**src/qrs_sqrt.sv**
```systemverilog
// Pipelined floor square root, one result bit per stage.
`timescale 1ns / 1ps
module qrs_sqrt #(
    parameter int XW  = 66,
    parameter int SBW = 8
) (
    input  logic              clk,
    input  logic              rst_n,
    input  logic              en,
    input  logic              in_valid,
    input  logic [XW-1:0]     x,
    input  logic [SBW-1:0]    sb_in,
    output logic              out_valid,
    output logic [XW/2-1:0]   root,
    output logic [SBW-1:0]    sb_out
);
    localparam int N = XW / 2;

    logic            vld_reg  [N];
    logic [N+1:0]    rem_reg  [N];
    logic [N-1:0]    root_reg [N];
    logic [XW-1:0]   x_reg    [N];
    logic [SBW-1:0]  sb_reg   [N];

    genvar i;
    generate
        for (i = 0; i < N; i++)
        begin : g_stage
            logic           v_in;
            logic [N+1:0]   r_in;
            logic [N-1:0]   q_in;
            logic [XW-1:0]  x_in;
            logic [SBW-1:0] s_in;
            logic [N+1:0]   cat;
            logic [N+1:0]   trial;
            logic           ge;

            if (i == 0)
            begin : g_first
                assign v_in = in_valid;
                assign r_in = '0;
                assign q_in = '0;
                assign x_in = x;
                assign s_in = sb_in;
            end
            else
            begin : g_next
                assign v_in = vld_reg[i-1];
                assign r_in = rem_reg[i-1];
                assign q_in = root_reg[i-1];
                assign x_in = x_reg[i-1];
                assign s_in = sb_reg[i-1];
            end

            // Try the next root bit
            always_comb
            begin
                cat   = {r_in[N-1:0], x_in[XW-1:XW-2]};
                trial = {q_in, 2'b01};
                ge    = (cat >= trial);
            end

            always_ff @(posedge clk or negedge rst_n)
            begin
                if (!rst_n)
                begin
                    vld_reg[i] <= 1'b0;
                end
                else if (en)
                begin
                    vld_reg[i] <= v_in;
                end
            end

            always_ff @(posedge clk)
            begin
                if (en)
                begin
                    rem_reg[i]  <= ge ? (cat - trial) : cat;
                    root_reg[i] <= {q_in[N-2:0], ge};
                    x_reg[i]    <= x_in << 2;
                    sb_reg[i]   <= s_in;
                end
            end
        end
    endgenerate

    assign out_valid = vld_reg[N-1];
    assign root      = root_reg[N-1];
    assign sb_out    = sb_reg[N-1];

endmodule

```
**config.mk**
```make
export PLATFORM = sky130hd
export DESIGN_NAME = qrs_sqrt
export DESIGN_NICKNAME = d
export VERILOG_FILES = /design/src/qrs_sqrt.sv
export SDC_FILE = /design/constraint.sdc
export NUM_CORES = 2
export LEC_CHECK = 0
export BUFFER_PORTS_ARGS = -buffer_cell sky130_fd_sc_hd__buf_2
export CORE_MARGIN = 2
export CORE_UTILIZATION = 40
export DETAILED_ROUTE_END_ITERATION = 6
export GPL_TIMING_DRIVEN = 0
export PLACE_DENSITY = 0.61
export SLEW_MARGIN = 20
export SYNTH_ARGS = -nofsm -noshare
export SYNTH_HDL_FRONTEND = slang
export SYNTH_MEMORY_MAX_BITS = 65536
export SYNTH_SLANG_ARGS = --single-unit
```
**constraint.sdc**
```tcl
create_clock -name clk -period 6.7 [get_ports clk]
set_input_delay 1.005 -clock clk [delete_from_list [all_inputs] [get_ports clk]]
set_output_delay 1.005 -clock clk [all_outputs]
set_load 0.01 [all_outputs]
```
=== Word-level counts from Yosys, hierarchy flattened ===
Memories as Yosys holds them, arrays and structs flattened.
Index checks and enable logic that the tools add are counted.

* $add $sub $neg: 33
* Order comparisons: 33
* Muxes and demuxes: 35

{| class="wikitable"
|+ Operators with widths
! cell !! number
|-
| 35-bit two-way mux || 33
|-
| 35-bit >= comparator || 32
|-
| 35-bit subtractor || 32
|-
| 2-bit by 1-bit subtractor with 3-bit output, second input constant || 1
|-
| 2-bit by 1-bit >= comparator with 1-bit output, second input constant || 1
|-
| 1-bit two-way mux || 2
|}

* Register bits: 33
* RAM bits: 4620
* Bits of input ports: 78
* Output and inout bits: 42
* Word-level logic and storage cells: 138
* Memories: 4

{| class="wikitable"
|+ Memories
! name !! depth !! bits a word !! rd ports !! clocked after memory_dff !! wr ports !! RTL line !! RTL
|-
| x_reg || 33 || 64 || 32 || 0 || 33 || 22 || <nowiki>logic [XW-1:0] x_reg [N];</nowiki>
|-
| rem_reg || 33 || 35 || 32 || 0 || 33 || 20 || <nowiki>logic [N+1:0] rem_reg [N];</nowiki>
|-
| root_reg || 33 || 33 || 33 || 0 || 33 || 21 || <nowiki>logic [N-1:0] root_reg [N];</nowiki>
|-
| sb_reg || 33 || 8 || 33 || 0 || 33 || 23 || <nowiki>logic [SBW-1:0] sb_reg [N];</nowiki>
|}

=== Logic depth before layout (Yosys ltp) ===
An unclocked memory read counts as a cell.

* Depth after elaboration: 3
* Depth in mapped cells: 16
* Depth with buffers taken out: 14

=== Worst setup path after synthesis ===
OpenSTA, ideal clock, no wires.

* Path kind: reg-to-reg
* Start point: memory rem_reg[0][88] (netlist name)
* End point: memory rem_reg[0][127] (netlist name), data pin
* Library setup time: 0.271 ns
* Data arrival time: 3.450 ns
* Required time: 6.429 ns
* Path slack: 2.978 ns
* Stages on the path, launching flop included: 11
* Buffers on the path: 0
* Period minus slack after synthesis: 3.722 ns
* Path through: edfxtp_1 -> or4_1 -> or3_1 -> or3_1 -> or4_1 -> or4_4 -> nor4_4 -> a2111oi_2 -> nand2b_1 -> nor4_1 -> xor2_1

{| class="wikitable"
|+ RTL lines
! what !! RTL line
|-
| start: declaration || 20
|}

==> results.py <==
metrics = {
    "run_status": {
        "outcome": "completed",
    },
    "timing": {
        "max_freq_mhz": 199,
        "skew_ns": 0.0400,
        "tightest_slew_ns": 1.13,
        "period_needed_ns": 5.03,
        "period_share_pct": 75.1,
        "rsz0062_at_grt": "no",
        "hold_viol": 0,
        "setup_tns_ns": 0,
        "setup_viol": 0,
        "drv_slew": 0,
        "finalWorstSetupSlack_ns": 1.67,
        "relSlewSlack_pct": 22.5,
    },
    "yosys": {
        "ys_top_cells_by_area": "edfxtp_1 66%, ha_1 5.7%, xor2_1 2.8%",
        "syn_area_um2": 131000,
        "syn_avg_cell_area_um2": 13.5,
        "synthCells": 9709,
        "ys_warn_count": 0,
        "synth_nets": 10400,
        "yosys.area.top_type": "edfxtp_1",
        "async_flop_share_pct": 1.13,
        "ys_types": 91,
        "ys_seq_area_share_pct": 66.8,
        "ys.flop_type": "edfxtp_1",
        "synth_edf_count": 2888,
        "synth_top_area_share_pct": 66.2,
        "synth_seq_cells": 2921,
    },
    "global_routing": {
        "grt_pass1_vias": 76300,
        "grt_pass1_wl_um": 425000,
        "grt_use_total_pct": 16.0,
        "grt.overflow.total": 0,
        "antenna_found_initial": 5,
        "grt_start_max_net_pins": 150,
    },
    "clocking": {
        "cts_made_buffers": 328,
        "holdBufCountCts": 0,
        "clock_sinks": 2921,
        "clk_pin_slew_ns": 0.06,
        "cts_setup_buffers": 0,
        "h-tree-depth": 5,
        "clockBufferDepth": 4,
        "clk_latency_ns": 0.90,
        "cts_tree": "yes",
        "cts-root-buf": "clkbuf_16",
        "post_cts_resized": 0,
    },
    "drt": {
        "vias": 76200,
        "wl_per_cell_um": 18.2,
        "ant_nets": 0,
        "wl_um": 269000,
        "dr.first_iter.drc_count": 5414,
        "drtPass1Iterations": 6,
        "via_per_inst": 5.15,
        "drcViolationCount": 0,
    },
    "critical_path": {
        "r2r-end": "rem_reg[0][677]",
        "worstPathArrival_ns": 5.58,
        "slowest_delay_ns": 0.74,
        "crit_required_ns": 7.25,
        "cp_top_family": "compound AO/OA/AOI/OAI gates",
        "path_cells": "inv_1, ha_1, o21a_1, o21ai_0, a21oi_1, o31a_1, o311ai_0, a21oi_1, a31oi_1, clkbuf_1, o21ai_0",
        "cp_slowest_cell": "a31oi_1",
        "crit_fanout": 10,
        "r2r-start": "root_reg[0][594]",
        "cp-end-kind": "flop",
        "worst-setup-path-type": "flop to flop",
        "cp.buffers_inverters": 2,
        "r2r_cells": 11,
        "r2r_slack_ns": 1.67,
        "start_kind": "flop",
    },
    "placed_design": {
        "hpwl_um": 194000,
        "routabilityCongestion": 0.901,
        "post-place-ws_ns": 1.74,
        "io_buffers": 119,
    },
    "floorplanning": {
        "fp-row-count": 210,
        "start_util_pct": 40.1,
        "coreArea_um2": 327000,
        "ios": 120,
        "die_area_um2": 332000,
        "die_w_um": 576,
        "die_y_um": 576,
    },
    "power": {
        "power_density_nw_per_um2": 355,
        "p_leak_nw": 56.2,
        "peakVddDrop_mv": 0.261,
    },
    "worst_hold_path": {
        "min_path_type": "primary input to asynchronous set/reset pin",
    },
    "job": {
        "max-cap-violations": 0,
    },
    "final_layout": {
        "largest_reg_flops": 1056,
        "syn2layout_area_growth_pct": 13.4,
        "fillers": 28900,
        "fin_nets": 10900,
        "final_common_cell": "edfxtp_1",
        "mostFrequentLayoutCells": "2,888 x edfxtp_1, 759 x inv_1, 595 x ha_1, 591 x a21oi_1, 581 x nand2_1",
        "drive_above_1_share_pct": 8.17,
    },
}
through the flow:
step | power [mW] | instances | utilization [%] | hold WS, ns | area (um2)
CTS | 53.4 | 14800 | 45.5 | 0.0912 | 149000
global route | 55.5 | 14800 | 45.5 | 0.182 | 149000
finish | 52.7 | 14800 | 45.5 | 0.159 | 149000
detailed placement | 35.0 | 14200 | 42.2 | 0.405 | 138000
floorplan | 31.7 | 9709 | - | 0.400 | 131000
global placement | 36.4 | 14200 | 42.0 | 0.402 | 137000
power breakdown:
part	switching, mW	leakage [nW]	internal, mW
logic	5.89	22.7	4.31
registers	1.42	28.3	23.0
clock network	7.35	5.25	10.7
total	14.7	56.2	38.0
synth_stat cells (19+ instances only):
master	n
edfxtp_1	2888
inv_1	759
ha_1	595
a21oi_1	591
nand2_1	581
nor2_1	561
o21ai_0	500
xor2_1	415
xnor2_1	400
a21o_1	287
nor3_1	204
clkbuf_1	186
nand3_1	154
mux2_2	144
nand2b_1	126
nor4_1	112
or3_1	111
o21a_1	108
nand4_1	99
nor2b_1	93
or4_1	69
a31oi_1	62
o31ai_1	57
and3_1	56
o21bai_1	50
or2_2	46
a211oi_1	34
dfrtp_1	33
o211ai_1	27
a21boi_0	24
and2_1	20
nand3b_1	20
o41ai_1	20
a2111oi_0	19
per-layer routing:
layer / routed length, um / vias to the layer above / global-route usage, %
li1: - / 37100 / -
met1: 115000 / 36900 / 20.4
met2: 131000 / 1661 / 27.3
met3: 10900 / 574 / 2.11
met4: 12300 / 0 / 6.98
met5: 0 / - / 0
final cells by class:
type	count	area [um2]	area share [%]
clock inverter	190	2300	1.55
antenna	15	37.5	0.0253
timing repair buffer	141	1220	0.818
tap	4346	5440	3.66
clock buffer	402	8580	5.77
buffer	201	759	0.511
multi-input combinational	5827	39900	26.8
inverter	760	2850	1.92
sequential	2921	87500	58.9
cells by family (layout without fill, tap and decap cells):
logic type / count (synthesis) / after routing / share of synthesized area [%]
adders and majority gates: 595 / 595 / 5.68
muxes: 157 / 157 / 1.34
and+or+nand+nor: 2322 / 2322 / 8.79
other: 1 / 16 / 0.00286
xor gates and xnor gates: 815 / 815 / 5.45
buffers and inverters: 961 / 1694 / 2.76
AOI/OAI and AO/OA: 1937 / 1937 / 9.16
DFF: 2921 / 2921 / 66.8
worst register-to-register path: stages, from the launching register on:
cell and delay [ns]:
edfxtp_1 0.49, inv_1 0.08, ha_1 0.33, o21a_1 0.13, o21ai_0 0.34, a21oi_1 0.16, o31a_1 0.45, o311ai_0 0.64
a21oi_1 0.28, a31oi_1 0.74, clkbuf_1 0.61, o21ai_0 0.42
worst max-delay path by stage:
| stage | start | to | slack (ns) | cells after the start |
|---|---|---|---|---|
| final | root_reg[0][594] | rem_reg[0][677] | 1.67 | 11 |
| after CTS | root_reg[0][594] | rem_reg[0][675] | 1.65 | 12 |
| after global placement | en | rem_reg[0][934] | -40.77 | 1 |
| after detailed placement | root_reg[0][594] | rem_reg[0][675] | 1.74 | 12 |
| after floorplan | rem_reg[0][88] | rem_reg[0][127] | 2.98 | 10 |
| after global routing | root_reg[0][594] | rem_reg[0][675] | 1.37 | 12 |
(Power assumes the default switching activity.)
