File: src/qrs_pkg.sv
// Shared types and constants for the quadratic root solver.
`timescale 1ns / 1ps
package qrs_pkg;

    typedef logic [1:0] kind_t;

    localparam kind_t KIND_DISTINCT = 2'd0;
    localparam kind_t KIND_EQUAL    = 2'd1;
    localparam kind_t KIND_COMPLEX  = 2'd2;
    localparam kind_t KIND_LINEAR   = 2'd3;

    localparam int ROOT_WIDTH  = 34;
    localparam int QUEUE_DEPTH = 4;

    typedef logic signed [ROOT_WIDTH-1:0] root_t;

    // Clamp a wide signed root part to the output range
    function automatic root_t sat_root(input logic signed [63:0] v);
        logic signed [63:0] hi_lim;
        logic signed [63:0] lo_lim;
        hi_lim = (64'sd1 <<< (ROOT_WIDTH - 1)) - 64'sd1;
        lo_lim = -(64'sd1 <<< (ROOT_WIDTH - 1));
        if (v > hi_lim)
        begin
            sat_root = hi_lim[ROOT_WIDTH-1:0];
        end
        else if (v < lo_lim)
        begin
            sat_root = lo_lim[ROOT_WIDTH-1:0];
        end
        else
        begin
            sat_root = v[ROOT_WIDTH-1:0];
        end
    endfunction

endpackage

File: src/qrs_front.sv
// Front end: accept coefficients, form the discriminant and classify the roots.
`timescale 1ns / 1ps
module qrs_front #(
    parameter int COEF_WIDTH = 16
) (
    input  logic                          clk,
    input  logic                          rst_n,
    input  logic                          in_valid,
    output logic                          in_stall,
    input  logic signed [COEF_WIDTH-1:0]  coef_a,
    input  logic signed [COEF_WIDTH-1:0]  coef_b,
    input  logic signed [COEF_WIDTH-1:0]  coef_c,
    output logic                          push,
    input  logic                          full,
    output qrs_pkg::kind_t                push_kind,
    output logic [2*COEF_WIDTH:0]         push_dmag,
    output logic signed [COEF_WIDTH-1:0]  push_a,
    output logic signed [COEF_WIDTH-1:0]  push_b
);
    import qrs_pkg::*;

    localparam int PW = 2 * COEF_WIDTH;
    localparam int DW = 2 * COEF_WIDTH + 1;
    localparam int SW = 2 * COEF_WIDTH + 3;

    logic                         valid_reg;
    logic signed [PW-1:0]         bsq_reg;
    logic signed [PW-1:0]         ac_reg;
    logic signed [COEF_WIDTH-1:0] a_reg;
    logic signed [COEF_WIDTH-1:0] b_reg;
    logic                         load;
    logic signed [SW-1:0]         disc;
    logic signed [SW-1:0]         disc_mag;
    logic                         disc_neg;

    assign in_stall = valid_reg && full;
    assign load     = in_valid && !in_stall;
    assign push     = valid_reg && !full;

    // Track the held word
    always_ff @(posedge clk or negedge rst_n)
    begin
        if (!rst_n)
        begin
            valid_reg <= 1'b0;
        end
        else if (load)
        begin
            valid_reg <= 1'b1;
        end
        else if (push)
        begin
            valid_reg <= 1'b0;
        end
    end

    // Register the two products
    always_ff @(posedge clk)
    begin
        if (load)
        begin
            bsq_reg <= PW'(coef_b) * PW'(coef_b);
            ac_reg  <= PW'(coef_a) * PW'(coef_c);
            a_reg   <= coef_a;
            b_reg   <= coef_b;
        end
    end

    // Form b*b - 4ac and its magnitude
    always_comb
    begin
        disc     = SW'(bsq_reg) - (SW'(ac_reg) <<< 2);
        disc_neg = disc[SW-1];
        disc_mag = disc_neg ? -disc : disc;
    end

    assign push_dmag = disc_mag[DW-1:0];
    assign push_a    = a_reg;
    assign push_b    = b_reg;

    // Classify the root pair
    always_comb
    begin
        if (a_reg == '0)
        begin
            push_kind = KIND_LINEAR;
        end
        else if (disc_neg)
        begin
            push_kind = KIND_COMPLEX;
        end
        else if (disc == '0)
        begin
            push_kind = KIND_EQUAL;
        end
        else
        begin
            push_kind = KIND_DISTINCT;
        end
    end

endmodule

File: config.mk
export PLATFORM = sky130hd
export DESIGN_NAME = qrs_front
export DESIGN_NICKNAME = d
export VERILOG_FILES = /design/src/qrs_pkg.sv /design/src/qrs_front.sv
export SDC_FILE = /design/constraint.sdc
export NUM_CORES = 2
export LEC_CHECK = 0
export BUFFER_PORTS_ARGS = -buffer_cell sky130_fd_sc_hd__buf_2
export CAP_MARGIN = 20
export CORE_MARGIN = 2
export CORE_UTILIZATION = 50
export CTS_CLUSTER_DIAMETER = 30
export DETAILED_ROUTE_END_ITERATION = 7
export PLACE_DENSITY_LB_ADDON = 0.05
export SLEW_MARGIN = 20
export SYNTH_ARGS = -nofsm -noshare
export SYNTH_HDL_FRONTEND = slang
export SYNTH_SLANG_ARGS = --single-unit
File: constraint.sdc
create_clock -name clk -period 4.9 [get_ports clk]
set_input_delay 0.245 -clock clk [delete_from_list [all_inputs] [get_ports clk]]
set_output_delay 0.245 -clock clk [all_outputs]
set_load 0.03 [all_outputs]
* Word-level counts from Yosys, hierarchy flattened
Cells that the tools add are included.
** Word-level totals
- Register bits :: 97
- Output and inout port bits :: 69
- Logic and storage cells :: 23
** Cells by class
- $add $sub $neg :: 2
- $mul :: 2
- Mux-type cells :: 6
- Reduce and logical (&&, ||, !) cells :: 8
** Operators with widths (number)
- 16-bit by 16-bit multiplier with 32-bit output :: 2
- 35-bit logical NOT :: 1
- 32-bit by 34-bit subtractor with 35-bit output :: 1
- 33-bit two-way mux :: 1
- 33-bit negator :: 1
- 16-bit logical NOT :: 1
- 2-bit two-way mux :: 2
- 1-bit logical AND :: 3
- 1-bit two-way mux :: 3
- 1-bit logical NOT :: 2
- 2-bit nonzero test :: 1

* Longest topological paths before layout
- Depth after elaboration :: 5
- Gate-level depth with buffers :: 25
- Depth with buffers taken out :: 25

* Worst setup path after synthesis
No wires, ideal clock.
- Path type :: input port to flip-flop
- Start :: input port coef_b[1]
- End :: register bsq_reg[31] (data pin)
- Arrival :: 5802 ps
- Required time :: 4640 ps
- Path slack :: -1162 ps
- Stages on the path :: 23
- Cells stage by stage :: clkbuf_1 > clkbuf_1 > nand2_1 > fa_1 > fa_1 > fa_1 > inv_1 > fa_1 > fa_1 > inv_1 > fa_1 > inv_1 > ha_1 > and3_1 > a31oi_1 > o211ai_1 > a41oi_1 > or3_1 > o211a_1 > nor2_1 > a211o_1 > a21oi_1 > xnor2_1
** On the way
- Longest elaborated chain between the ends :: 1
** Ends and longest elaborated chain
- start, declared :: line qrs_front.sv:11 : input logic signed [COEF_WIDTH-1:0] coef_b,
- 16-bit by 16-bit multiplier with 32-bit output :: line qrs_front.sv:62 : bsq_reg <= PW'(coef_b) * PW'(coef_b);
- end signal, assigned :: line qrs_front.sv:62
- end, declared :: line qrs_front.sv:27 : logic signed [PW-1:0] bsq_reg;
No other way between the ends.
A chain may end at the register's enable or synchronous reset.

* Final worst setup path
- Start :: input port coef_b[2]
- End :: register bsq_reg[31] (data pin)
Same word-level chain as after synthesis.

==> results.ini <==
[synth]
seq_area_frac_synth_pct=11.7
synthMuxAreaShare_pct=0.175
ys_types=75
synth-compound-area-share_pct=7.17
synth_xor_xnor_area_share_pct=4.53
synth_cells=2591
async_flop_share_pct=1.05
synth-simple-area-share_pct=13.6
ys_seq_elements=95
syn_avg_cell_area_um2=9.40
ys_warn_count=0
synth_top_family_by_area=adder cells
synth_fp_nets=3346
yosys.area_share.adder_pct=51.5
synthFlopType=edfxtp_1
synth.cell_area_um2=24400
synth-edff-count=94

[global_route]
grtUsageMet2_pct=41.2
use_met1_pct=34.4
grt_pass1_wl_mm=97.3
top_usage_layer=met2
grt_start_max_net_pins=95
grt_pass1_vias=19928
use_met3_pct=2.50
gr-total-overflow=0
track_usage_pct=24.4
antenna_found_initial=1

[cts]
clockBufferDepth=2
cts_buffers=9
cts_root_buffer=clkbuf_16
clkLatencyLatePin_ns=0.38
htree_levels=3
clkSlewWorstSetupHoldPaths_ns=0.08
tritoncts=built
cts_sinks=95

[critical_path]
worstSetupStartpoint=coef_b[2]
worst-endpoint-arrival_ns=5.69
cpPeakStageDelay_ns=0.53
worst_path_most_repeated_cell=fa_1
crit_end=bsq_reg[31]
crit_chain=buf_12, and2_4, buf_6, fa_1, inv_2, fa_1, inv_1, fa_1, fa_1, fa_1, inv_1, fa_1, inv_2, ha_4, and3_4, a31oi_2, o211ai_1, a41oi_2, or3_4, o211a_4, nor2_4, a211o_1, a21oi_2, xnor2_1
cp-start-kind=primary input
required_ns=5.04
reg2reg_to=bsq_reg[31]
crit_path_max_fanout=8
reg2reg_depth=3
slowest_stage=fa_1
reg2reg_from=valid_reg
r2r_slack_ns=3.31
crit_type=primary input to flip-flop
end_kind=flip-flop

[outcome]
run_status=complete, but fails checks
violations=negative setup slack

[drt]
route.final.wire_length_mm=58.8
via_per_inst=5.12
ant_nets=0
drt-initial-drc-count=1080
vias=18725
drc=0
routedWlPerCell_um=16.1
drt_pass1_iterations=5

[cells_and_area]
largest_register_ffs=32
fin_area_um2=30100
drive_above_1_share_pct=24.5
syn2layout_area_growth_pct=23.6
final_nets=3789
diodes=0

[floorplanning]
core_um2=47900
die_area_um2=50500
row_count=80
start_util_pct=50.8
ios=121
die_h_um=225
die_x_um=225

[sta]
maxSlewViolCount=0
setup_viol=27
tightest_slew_ns=1.05
setup_ws_ns=-0.657
fin_crit_ns=5.56
min_period_over_period_pct=113
max_freq_mhz=180
grt_setup_unrepaired=yes
slew_headroom_pct=29.5
finalHoldViolCount=0
clock_skew_ns=0.00910

[place]
dpl_cell_area_um2=28400
gp_congestion=0.853
dpl.hpwl_mm=49.8
port_buffers=120
place_ws_ns=-1.31

[min_path]
holdCritPathClass=primary input to flip-flop
hold_depth=2

[flow_run]
max-cap-violations=0

[cell usage after synthesis, drive strengths merged (3+ instances only)]
| library cell | n | area (um^2) |
|---|---|---|
| o31ai | 9 | 67.6 |
| xor2 | 31 | 272 |
| ha | 202 | 2530 |
| xnor2 | 95 | 832 |
| o21ai | 53 | 265 |
| a21o | 32 | 240 |
| o21a | 18 | 135 |
| o2111ai | 3 | 26.3 |
| fa | 501 | 10000 |
| nand2 | 255 | 960 |
| o21bai | 8 | 60.1 |
| nor3b | 3 | 22.5 |
| o211ai | 9 | 67.6 |
| nand3 | 22 | 110 |
| nand2b | 11 | 68.8 |
| o41ai | 4 | 50.1 |
| and3 | 9 | 61.3 |
| nor4 | 14 | 109 |
| nor2 | 103 | 387 |
| a21boi | 4 | 30.0 |
| a21oi | 74 | 385 |
| nand4 | 13 | 96.3 |
| or2 | 9 | 56.3 |
| a31o | 4 | 35.0 |
| nor2b | 14 | 95.1 |
| or4 | 3 | 26.3 |
| nor3 | 18 | 95.1 |
| nand3b | 4 | 30.0 |
| edfxtp | 94 | 2820 |
| a211o | 4 | 35.0 |
| clkbuf | 68 | 255 |
| or3 | 4 | 25.0 |
| a311oi | 3 | 26.3 |
| inv | 665 | 2500 |
| and2 | 170 | 1070 |
| a41oi | 4 | 35.0 |
| a31oi | 10 | 62.6 |
| a211oi | 13 | 103 |
[stage by stage]
step	util (%)	hold slack, ns	instances	setup TNS (ns)
finish	62.8	0.0758	3654	-9.95
global route	62.8	0.0798	3654	-14.80
CTS	61.7	0.0581	3642	-9.01
detailed placement	59.3	0.0227	3598	-29.20
global placement	59.3	0.0209	3598	-27.81
floorplan	-	-0.0506	2591	-10.09
[layout make-up]
| type | instances | area [um^2] |
|---|---|---|
| clock buffers | 9 | 225 |
| flip-flops and latches | 95 | 2850 |
| multi-input cells | 1761 | 19700 |
| fillers | 4134 | 17800 |
| clock inverters | 7 | 62.6 |
| inverters | 665 | 2500 |
| well taps | 615 | 769 |
| repair buffers | 502 | 4030 |
[how the worst min path moves through the flow]
stage	slack (ns)	start	end
6_report	0.08	in_valid	valid_reg
5_1_grt	0.08	in_valid	valid_reg
4_1_cts	0.06	in_valid	valid_reg
3_5_place_dp	0.02	rst_n	valid_reg
3_3_place_gp	0.02	rst_n	valid_reg
2_1_floorplan	-0.05	rst_n	valid_reg
[critical path, delay by kind of cell]
family                     cells  cell delay [ns]
buffers and inverters          6             0.43
adders and majority gates      7             3.27
xor gates and xnor gates       1             0.12
AOI/OAI and AO/OA              6             0.77
and+or+nand+nor                4             0.86
[cell families after synthesis]
group,after synthesis
adders and majority gates,703
muxes,4
and+or+nand+nor,662
AOI/OAI and AO/OA,266
DFF,95
buffers and inverters,735
xor gates and xnor gates,126
[layer usage]
layer | vias up | part of all wire [%]
met5 | - | 0
met4 | 0 | 1.4
met3 | 45 | 4.1
met2 | 318 | 50
met1 | 9579 | 45
li1 | 8783 | -
[timing repair]
action / 4_1_cts / 5_1_grt
gates resized for setup: 170 / 117
hold buffers: 1 / 0
setup endpoints to repair: 34 / 40
setup buffers: 28 / 15
gates cloned: 1 / 0
pin swaps: 100 / 106
hold endpoints to repair: 1 / 0
[layout by cell type, fill, tap and decap left out, drive strengths merged, types with 10 or more instances in the layout]
cell type and instances:
nor2 103, nand3 22, nor4 14, xor2 31, a21o 32, o21ai 53
ha 202, and2 170, nand2 255, buf 499, edfxtp 94, a31oi 10
clkbuf 10, nand2b 11, nor2b 14, xnor2 95, a21oi 74, a211oi 13
nand4 13, inv 669, fa 501, nor3 18, o21a 18
Power is left out: the tool's default activity adds up to more than one toggle a clock period on the data nets, which glitch-free logic cannot reach.
