**config.mk**
```make
export PLATFORM = sky130hd
export DESIGN_NAME = qrs_queue
export DESIGN_NICKNAME = d
export VERILOG_FILES = /design/src/qrs_pkg.sv /design/src/qrs_queue.sv
export SDC_FILE = /design/constraint.sdc
export NUM_CORES = 1
export LEC_CHECK = 0
export BUFFER_PORTS_ARGS = -buffer_cell sky130_fd_sc_hd__buf_2
export CAP_MARGIN = 40
export CORE_MARGIN = 2
export CORE_UTILIZATION = 47
export CTS_CLUSTER_DIAMETER = 30
export DETAILED_ROUTE_END_ITERATION = 10
export PLACE_DENSITY = 0.68
export SETUP_SLACK_MARGIN = 0.3
export SLEW_MARGIN = 20
export SYNTH_ARGS = -nofsm -noshare
export SYNTH_HDL_FRONTEND = slang
export SYNTH_SLANG_ARGS = --single-unit
```
**constraint.sdc**
```tcl
create_clock -name clk -period 1.7 [get_ports clk]
set_input_delay 0.255 -clock clk [delete_from_list [all_inputs] [get_ports clk]]
set_output_delay 0.255 -clock clk [all_outputs]
set_load 0.01 [all_outputs]
```
**src/qrs_pkg.sv**
```systemverilog
// Shared types and constants for the quadratic root solver.
`timescale 1ns / 1ps
package qrs_pkg;

    typedef logic [1:0] kind_t;

    localparam kind_t KIND_DISTINCT = 2'd0;
    localparam kind_t KIND_EQUAL    = 2'd1;
    localparam kind_t KIND_COMPLEX  = 2'd2;
    localparam kind_t KIND_LINEAR   = 2'd3;

    localparam int ROOT_WIDTH  = 34;
    localparam int QUEUE_DEPTH = 4;

    typedef logic signed [ROOT_WIDTH-1:0] root_t;

    // Clamp a wide signed root part to the output range
    function automatic root_t sat_root(input logic signed [63:0] v);
        logic signed [63:0] hi_lim;
        logic signed [63:0] lo_lim;
        hi_lim = (64'sd1 <<< (ROOT_WIDTH - 1)) - 64'sd1;
        lo_lim = -(64'sd1 <<< (ROOT_WIDTH - 1));
        if (v > hi_lim)
        begin
            sat_root = hi_lim[ROOT_WIDTH-1:0];
        end
        else if (v < lo_lim)
        begin
            sat_root = lo_lim[ROOT_WIDTH-1:0];
        end
        else
        begin
            sat_root = v[ROOT_WIDTH-1:0];
        end
    endfunction

endpackage

```
**src/qrs_queue.sv**
```systemverilog
// Small FIFO between the front end and the arithmetic back end.
`timescale 1ns / 1ps
module qrs_queue #(
    parameter int WIDTH = 8
) (
    input  logic             clk,
    input  logic             rst_n,
    input  logic             wr_en,
    input  logic [WIDTH-1:0] wr_data,
    output logic             full,
    input  logic             rd_en,
    output logic [WIDTH-1:0] rd_data,
    output logic             empty
);
    import qrs_pkg::*;

    localparam int AW = $clog2(QUEUE_DEPTH);

    logic [WIDTH-1:0] mem_reg [QUEUE_DEPTH];
    logic [AW-1:0]    head_reg;
    logic [AW-1:0]    tail_reg;
    logic [AW:0]      count_reg;

    assign full    = (count_reg == (AW+1)'(QUEUE_DEPTH));
    assign empty   = (count_reg == '0);
    assign rd_data = mem_reg[head_reg];

    // Advance pointers and count
    always_ff @(posedge clk or negedge rst_n)
    begin
        if (!rst_n)
        begin
            head_reg  <= '0;
            tail_reg  <= '0;
            count_reg <= '0;
        end
        else
        begin
            if (wr_en)
            begin
                tail_reg <= tail_reg + 1'b1;
            end
            if (rd_en)
            begin
                head_reg <= head_reg + 1'b1;
            end
            if (wr_en && !rd_en)
            begin
                count_reg <= count_reg + 1'b1;
            end
            else if (rd_en && !wr_en)
            begin
                count_reg <= count_reg - 1'b1;
            end
        end
    end

    // Store the incoming word
    always_ff @(posedge clk)
    begin
        if (wr_en)
        begin
            mem_reg[tail_reg] <= wr_data;
        end
    end

endmodule

```
# Word-level counts from Yosys, hierarchy flattened
# Memory sizes are Yosys's and may differ from the RTL's.
# Index checks and enable logic that the tools add are counted.
[classes]
eq_ne = 1
add_sub_neg = 4
n_reduce_logical = 6
mux = 4
[ops]
columns = ["op", "n"]
rows = [
  ["two-way mux 3 bit", 2],
  ["adder 2 x 1 -> 2 bit (second input constant)", 2],
  ["adder 3 x 1 -> 3 bit (second input constant)", 1],
  ["== test 3 bit (second input constant)", 1],
  ["zero test 3 bit", 1],
  ["subtractor 3 x 1 -> 3 bit (second input constant)", 1],
  ["logical AND 1 bit", 2],
  ["zero test 1 bit", 2],
  ["two-way mux 1 bit", 2],
  ["nonzero test 2 bit", 1],
]
[totals]
input_bits = 12
mem_bits_rw = 32
regBits = 7
mem_count = 1
[mem_list]
columns = ["name", "words", "word_bits", "rd", "rd_clocked_by_memory_dff", "wr", "line_no", "source"]
rows = [
  ["mem_reg", 4, 8, 1, 0, 1, "qrs_queue.sv:19", "logic [WIDTH-1:0] mem_reg [QUEUE_DEPTH];"],
]

# Longest topological paths before layout
# Gate-level depths: netlist (run 1).
[depth]
depth_word = 4
mapped_depth = 7

# Least setup slack after synthesis (run 1)
# Ideal clock, no wire load.
[synth_path]
path_kind = "input to register"
start = "input rd_en"
end = "register count_reg[2]"
arrival_time_ps = 1261
t_required_ps = 1621
cell_stages = 7
setup_slack_ps = 360
path_cell_list = "inv_1 -> ha_1 -> inv_1 -> fa_1 -> xor2_1 -> nor2_1 -> xor2_1"
[synth_between]
elab_chain_cells = 3
[synth_lines]
columns = ["item", "line_no", "source"]
rows = [
  ["from (decl)", "qrs_queue.sv:11", "input logic rd_en,"],
  ["zero test 1 bit", "qrs_queue.sv:47", "if (wr_en && !rd_en)"],
  ["logical AND 1 bit", "qrs_queue.sv:47", ""],
  ["two-way mux 3 bit / nonzero test 2 bit (equally long branches)", "--", ""],
  ["to (signal assigned)", "qrs_queue.sv:49", "count_reg <= count_reg + 1'b1;"],
  ["to (signal assigned)", "qrs_queue.sv:53", "count_reg <= count_reg - 1'b1;"],
  ["to (decl)", "qrs_queue.sv:22", "logic [AW:0] count_reg;"],
]
# Parallel ways exist; a longest one is shown, timed or not.
# A chain may end at the register's enable or synchronous reset.

# Worst setup path in the final report (run 1)
[layout_path]
start = "register head_reg[0]"
end = "output rd_data[1]"
[layout_between]
elab_chain_cells = 1
[layout_lines]
columns = ["item", "line_no", "source"]
rows = [
  ["from (decl)", "qrs_queue.sv:20", "logic [AW-1:0] head_reg;"],
  ["from (signal assigned)", "qrs_queue.sv:45", "head_reg <= head_reg + 1'b1;"],
  ["memory (4 x 8 bit)", "--", ""],
  ["to (decl)", "qrs_queue.sv:12", "output logic [WIDTH-1:0] rd_data,"],
]
# No other way between the ends.

==> summary.txt, run 1 <==
result of the run: complete, but fails checks
violated checks: negative setup slack
overall power of the completed layout: 3.002 mW
mux share of post-synthesis cell area: 12.37%
All-Layer GR Usage: 15.83%
slowest stage delay, CP: 0.49 ns
chip width: 61.39 um
maximum level of the CTS H-tree: 2
start-to-end type of the worst setup path: reg2out
cell area after layout: 1871 sq um
hold violation total from the final report: 0
starting utilization of the core area: 49.88%
largest clock skew in the final design: 0.006752 ns
row cnt: 20
total of warnings raised by yosys: 0
Layout Utilization: 60.28%
via count: 747
TritonCTS clock tree: yes
vias in the first global route: 809
proportion of netlist area held by the largest area contributor: 62.09%
logic depth of the worst register-to-register path: 4
max reg flops: 32
CP max stage cell: mux4_2
VDD IR max: 0.8436 mV
smallest hold slack: 0.1180 ns
largest net degree at the start of global routing: 13
power density over the cells: 1605 nW/um^2
Post-synth ARST share: 17.95%
post-DR vias/cell: 4.851
clock buffer count from CTS: 5
max cap viols: 0
post-route clock period utilization: 107.4%
wire length of the first global-routing pass: 3905 um
highest fanout seen on the critical path: 3
antenna violations before repair: 0
half-perimeter wire length of the detailed placement result: 1643 um
area share of fa/ha/maj cells after synthesis: 5.335%
Cell variety after synth: 17
total buffers and inverters traversed by the critical path: 2
beginning of the worst hold path: wr_data[1]
largest family of logic cells by synthesized area: multiplexers
flop and latch count out of synthesis: 39
overall die height: 61.39 um
cell type with the highest aggregate area in the netlist: edfxtp_1
number of buffers inserted by port buffering: 21
instance area after placement: 1729 sq um
diode count: 0
antenna violation net count after detailed routing: 0
clock latency of the later-clocked register in the worst-skew pair: 0.34 ns
least setup slack across all paths after layout: -0.1264 ns
startpoint of the most critical register-to-register path: count_reg[1]
post-synthesis compound-gate area fraction: 0.3234%
area added between synthesis and finish: 20.86%
gpl congestion: 0.6733
floorplan die area: 3768 sq um
clock-pin transition on the worst setup and hold timing paths: 0.11 ns
XOR/XNOR Fraction of Synth Area: 3.395%
leakage: 0.7060 nW
RSZ-0062 raised after global routing: true
total nets after synthesis: 94
post-DR wirelength/cell: 15.95 um
CP Data Arrival Time: 1.57 ns
final period demand of the worst path: 1.826 ns
Avg Synthesized Cell Area: 20.36 sq um
number of I/O pins: 22
data required time at the worst endpoint: 1.44 ns
fraction of layout instances using a drive strength above 1: 46.36%
worst-case hold path end point: mem_reg[0][1]
CTS root buf: clkbuf_4
filler cell count in the final layout: 241
number of design rule violations left after detail routing: 0
final net count: 127
initial DRC count: 15
transition time of the tightest slew-check pin: 0.4303 ns
synth cell count leaders: edfxtp_1, mux4_2, dfrtp_1
share of the yosys chip area belonging to registers: 73.40%
routed wire length: 2457 um
number of optimization iterations in the first detailed-route pass: 3
top cells by area in the synthesized netlist: edfxtp_1, mux4_2, dfrtp_1
number of setup violations in the final report: 8
Remaining Overflow, GRT: 0
standard cell core area: 3103 sq um
count of final max-slew check failures: 0
total number of clock tree sinks: 39
Hold Crit Class: in2reg
dominant cell by count in the synthesized netlist: edfxtp_1
Gate Count Post-Synth: 76
clock tree buffer depth: 2
synthesized-area fraction occupied by and/or/nand/nor cells: 3.153%
Setup crit start kind: flop
primary flip-flop cell chosen by synthesis mapping: edfxtp_1
FMAX: 547.5 MHz
normalized max-slew margin: 71.32%
worst flop-to-flop path endpoint: count_reg[2]
mapped cell area: 1548 sq um
slack of the worst reg-to-reg path: 0.40 ns
cells along the critical path: buf_4 -> mux4_2 -> buf_2
EDFF count, synth: 32
setup_tns: -0.8315 ns
Worst setup EP type: output pin
category of cells accounting for the largest share of critical-path delay: multiplexers
cell depth of the worst hold path: 1
[worst max-delay path by stage]
stage | endpoint | depth (start not counted) | from
after floorplan | count_reg[2] | 7 | rd_en
after global placement | count_reg[2] | 7 | wr_en
after detailed placement | count_reg[2] | 8 | rd_en
after CTS | rd_data[6] | 3 | head_reg[0]
after global routing | rd_data[2] | 3 | head_reg[0]
final | rd_data[1] | 3 | head_reg[0]
[layout by cell type (no fill, tap or decap)]
| master | netlist | layout |
|---|---|---|
| edfxtp_1 | 32 | 32 |
| buf_2 | 1 | 14 |
| buf_6 | 1 | 9 |
| mux4_2 | 8 | 8 |
| ha_1 | 5 | 5 |
| clkbuf_4 | 0 | 5 |
| dfrtp_1 | 7 | 5 |
| inv_1 | 4 | 4 |
| xor2_1 | 4 | 4 |
| buf_4 | 0 | 4 |
| and2_2 | 0 | 3 |
| xnor2_1 | 2 | 2 |
| nand2_1 | 2 | 2 |
| dfrtp_2 | 0 | 2 |
| and2_1 | 4 | 1 |
| nor3_2 | 0 | 1 |
| nor3b_2 | 0 | 1 |
| mux2_2 | 1 | 1 |
| o21ai_0 | 1 | 1 |
| nor2_1 | 1 | 1 |
| fa_2 | 0 | 1 |
| clkbuf_1 | 0 | 1 |
| clkinvlp_4 | 0 | 1 |
| clkinv_2 | 0 | 1 |
| dlygate4sd3_1 | 0 | 1 |
[power by group]
part           internal [mW]  switching [mW]
clock                  0.160           0.298
combinational          0.647           0.442
sequential              1.28           0.172
total                   2.09           0.912
[through the flow]
step           instances  worst slack (ns)
2_1_floorplan         76            0.3602
3_3_place_gp         144            0.2049
3_5_place_dp         144            0.1465
4_1_cts              154           -0.1435
5_1_grt              154           -0.1787
6_report             154           -0.1264
[kinds of logic after synthesis]
family,after synthesis
AOI/OAI and AO/OA,1
xor gates and xnor gates,6
adders and majority gates,6
buffers and inverters,6
DFF,39
muxes,9
and+or+nand+nor,9
[worst reg2reg max path, stage by stage, from the launching register on]
cell and delay [ns]:
dfrtp_2 0.46, fa_2 0.37, xor2_1 0.15, nor2_1 0.13, xor2_1 0.14
[metal layers]
| layer | up-vias | wire (um) | GRT usage [%] |
|---|---|---|---|
| met5 | - | 0 | 0 |
| met4 | 0 | 52 | 9.119 |
| met3 | 7 | 90 | 4.412 |
| met2 | 17 | 1268 | 24.47 |
| met1 | 370 | 1046 | 20.23 |
| li1 | 353 | - | - |
[layout make-up]
cell class	instances	area [sq um]	share of cell area (%)
Tap cell	44	55.05	2.943
Multi-Input combinational cell	31	396.6	21.20
Clock buffer	6	41.29	2.207
Clock inverter	2	12.51	0.6689
Sequential cell	39	1139	60.87
Timing Repair Buffer	28	211.5	11.30
Inverter	4	15.01	0.8027
[what timing repair did]
item / 4_1_cts / 5_1_grt
pin swaps: 2 / 5
resized for setup: 3 / 14
hold endpoints to repair: 7 / 0
endpoints found under the setup margin: 27 / 19
hold buffers: 1 / 0
buffers inserted: 1 / 0
(Power assumes the default switching activity.)
==> run 2, diff against run 1 <==
==> constraint.sdc (replaced) <==
create_clock -name clk -period 1.7 [get_ports clk]
set_input_delay 0.51 -clock clk [delete_from_list [all_inputs] [get_ports clk]]
set_output_delay 0.51 -clock clk [all_outputs]
set_load 0.01 [all_outputs]
==> run 2 against run 1 <==
The flow still finishes with violations (negative setup slack). Sequential share of layout area shrank 2.8 points. Utilization grew 2.9 points. Total power grew 4.0%. Die area is the same. Cell area grew 4.7%. Maximum frequency shrank 11%. Setup slack lost 0.23 ns. First-iteration DRC count grew 73%. Clock power shrank 2%. Final cell count grew 7.1%. Register-to-register slack lost 0.24 ns. Worst hold slack gained 0.27 ns. Highest routed layer unchanged.
==> summary.txt, run 2 (synthesized netlist as in run 1, its figures left out) <==
result of the run: complete, but fails checks
violated checks: negative setup slack
worst flop-to-flop path endpoint: count_reg[2]
overall power of the completed layout: 3.123 mW
chip width: 61.39 um
beginning of the worst hold path: wr_data[1]
maximum level of the CTS H-tree: 2
number of buffers inserted by port buffering: 21
highest fanout seen on the critical path: 4
Setup crit start kind: flop
power density over the cells: 1594 nW/um^2
clock buffer count from CTS: 5
wire length of the first global-routing pass: 3884 um
diode count: 0
most frequent standard cell in the layout excluding fill and tap cells: edfxtp_1
VDD IR max: 0.6147 mV
hold violation total from the final report: 0
most frequent cells in the layout: edfxtp_1, buf_2, buf_4
total number of clock tree sinks: 39
transition time of the tightest slew-check pin: 0.4367 ns
TritonCTS clock tree: yes
final net count: 138
fraction of layout instances using a drive strength above 1: 50.41%
half-perimeter wire length of the detailed placement result: 1781 um
multi-input gate area in the final layout: 409.1 sq um
CTS root buf: clkbuf_4
clock-pin transition on the worst setup and hold timing paths: 0.11 ns
initial DRC count: 26
clock latency of the later-clocked register in the worst-skew pair: 0.34 ns
filler cell count in the final layout: 245
gpl congestion: 0.6141
number of setup violations in the final report: 8
slack of the worst reg-to-reg path: 0.16 ns
final period demand of the worst path: 2.060 ns
sequential cell area: 1137 sq um
row cnt: 20
smallest hold slack: 0.3842 ns
FMAX: 485.4 MHz
least setup slack across all paths after layout: -0.3602 ns
max reg flops: 32
Remaining Overflow, GRT: 0
logic depth of the worst register-to-register path: 6
max cap viols: 0
start-to-end type of the worst setup path: reg2out
number of optimization iterations in the first detailed-route pass: 4
Cell Count Post-Placement: 150
RSZ-0062 raised after global routing: true
area added between synthesis and finish: 26.60%
antenna violation net count after detailed routing: 0
starting utilization of the core area: 49.88%
overall die height: 61.39 um
normalized max-slew margin: 70.89%
number of design rule violations left after detail routing: 0
leakage: 0.7600 nW
floorplan die area: 3768 sq um
All-Layer GR Usage: 15.35%
Layout Utilization: 63.15%
post-DR vias/cell: 4.848
cell depth of the worst hold path: 1
largest clock skew in the final design: 0.005904 ns
post-DR wirelength/cell: 15.16 um
worst-case hold path end point: mem_reg[0][1]
largest net degree at the start of global routing: 13
antenna violations before repair: 0
data required time at the worst endpoint: 1.19 ns
cell area after layout: 1959 sq um
clock tree buffer depth: 2
count of final max-slew check failures: 0
vias in the first global route: 794
Worst setup EP type: output pin
number of I/O pins: 22
setup_tns: -2.802 ns
routed wire length: 2501 um
Final Non-Filler Cells: 165
setup slack after placement: -0.005900 ns
startpoint of the most critical register-to-register path: count_reg[0]
CP Data Arrival Time: 1.55 ns
via count: 800
post-route clock period utilization: 121.2%
Hold Crit Class: in2reg
instance area after placement: 1792 sq um
standard cell core area: 3103 sq um
[run 2: metal layers]
metal,track usage [%],wire [um]
met5,0,0
met4,6.383,39
met3,5.042,149
met2,24.16,1257
met1,19.83,1054
[run 2: worst max path at each step]
| stage | cells past startpoint | startpoint | to |
|---|---|---|---|
| floorplan | 2 | head_reg[0] | rd_data[0] |
| global placement | 8 | rd_en | count_reg[2] |
| detailed placement | 8 | rd_en | count_reg[2] |
| CTS | 3 | head_reg[0] | rd_data[2] |
| global route | 3 | head_reg[0] | rd_data[1] |
| finish | 3 | head_reg[0] | rd_data[2] |
[run 2: final cells by class]
class	count	area share, %
inverters	4	0.8940
clock buffers	6	2.107
well taps	44	2.810
clock inverters	2	0.6386
flip-flops and latches	39	58.05
multi-input cells	31	20.88
repair buffers	39	14.62
[run 2: worst max-delay path, cell delays in order (launching register included)]
cell and delay [ns]:
dfrtp_1 0.41, buf_6 0.15, mux4_2 0.51, buf_6 0.14
[run 2: report_power, final]
group          switching, mW  internal (mW)
logic                  0.500          0.740
clock network          0.289          0.160
registers              0.155           1.28
total                  0.944           2.18
[run 2: timing repair]
action / 4_1_cts / 5_1_grt
endpoints found under the hold margin: 7 / 0
setup endpoints to repair: 10 / 18
setup buffers: 2 / 4
gates resized for setup: 6 / 7
hold buffers: 1 / 0
pin swaps: 6 / 4
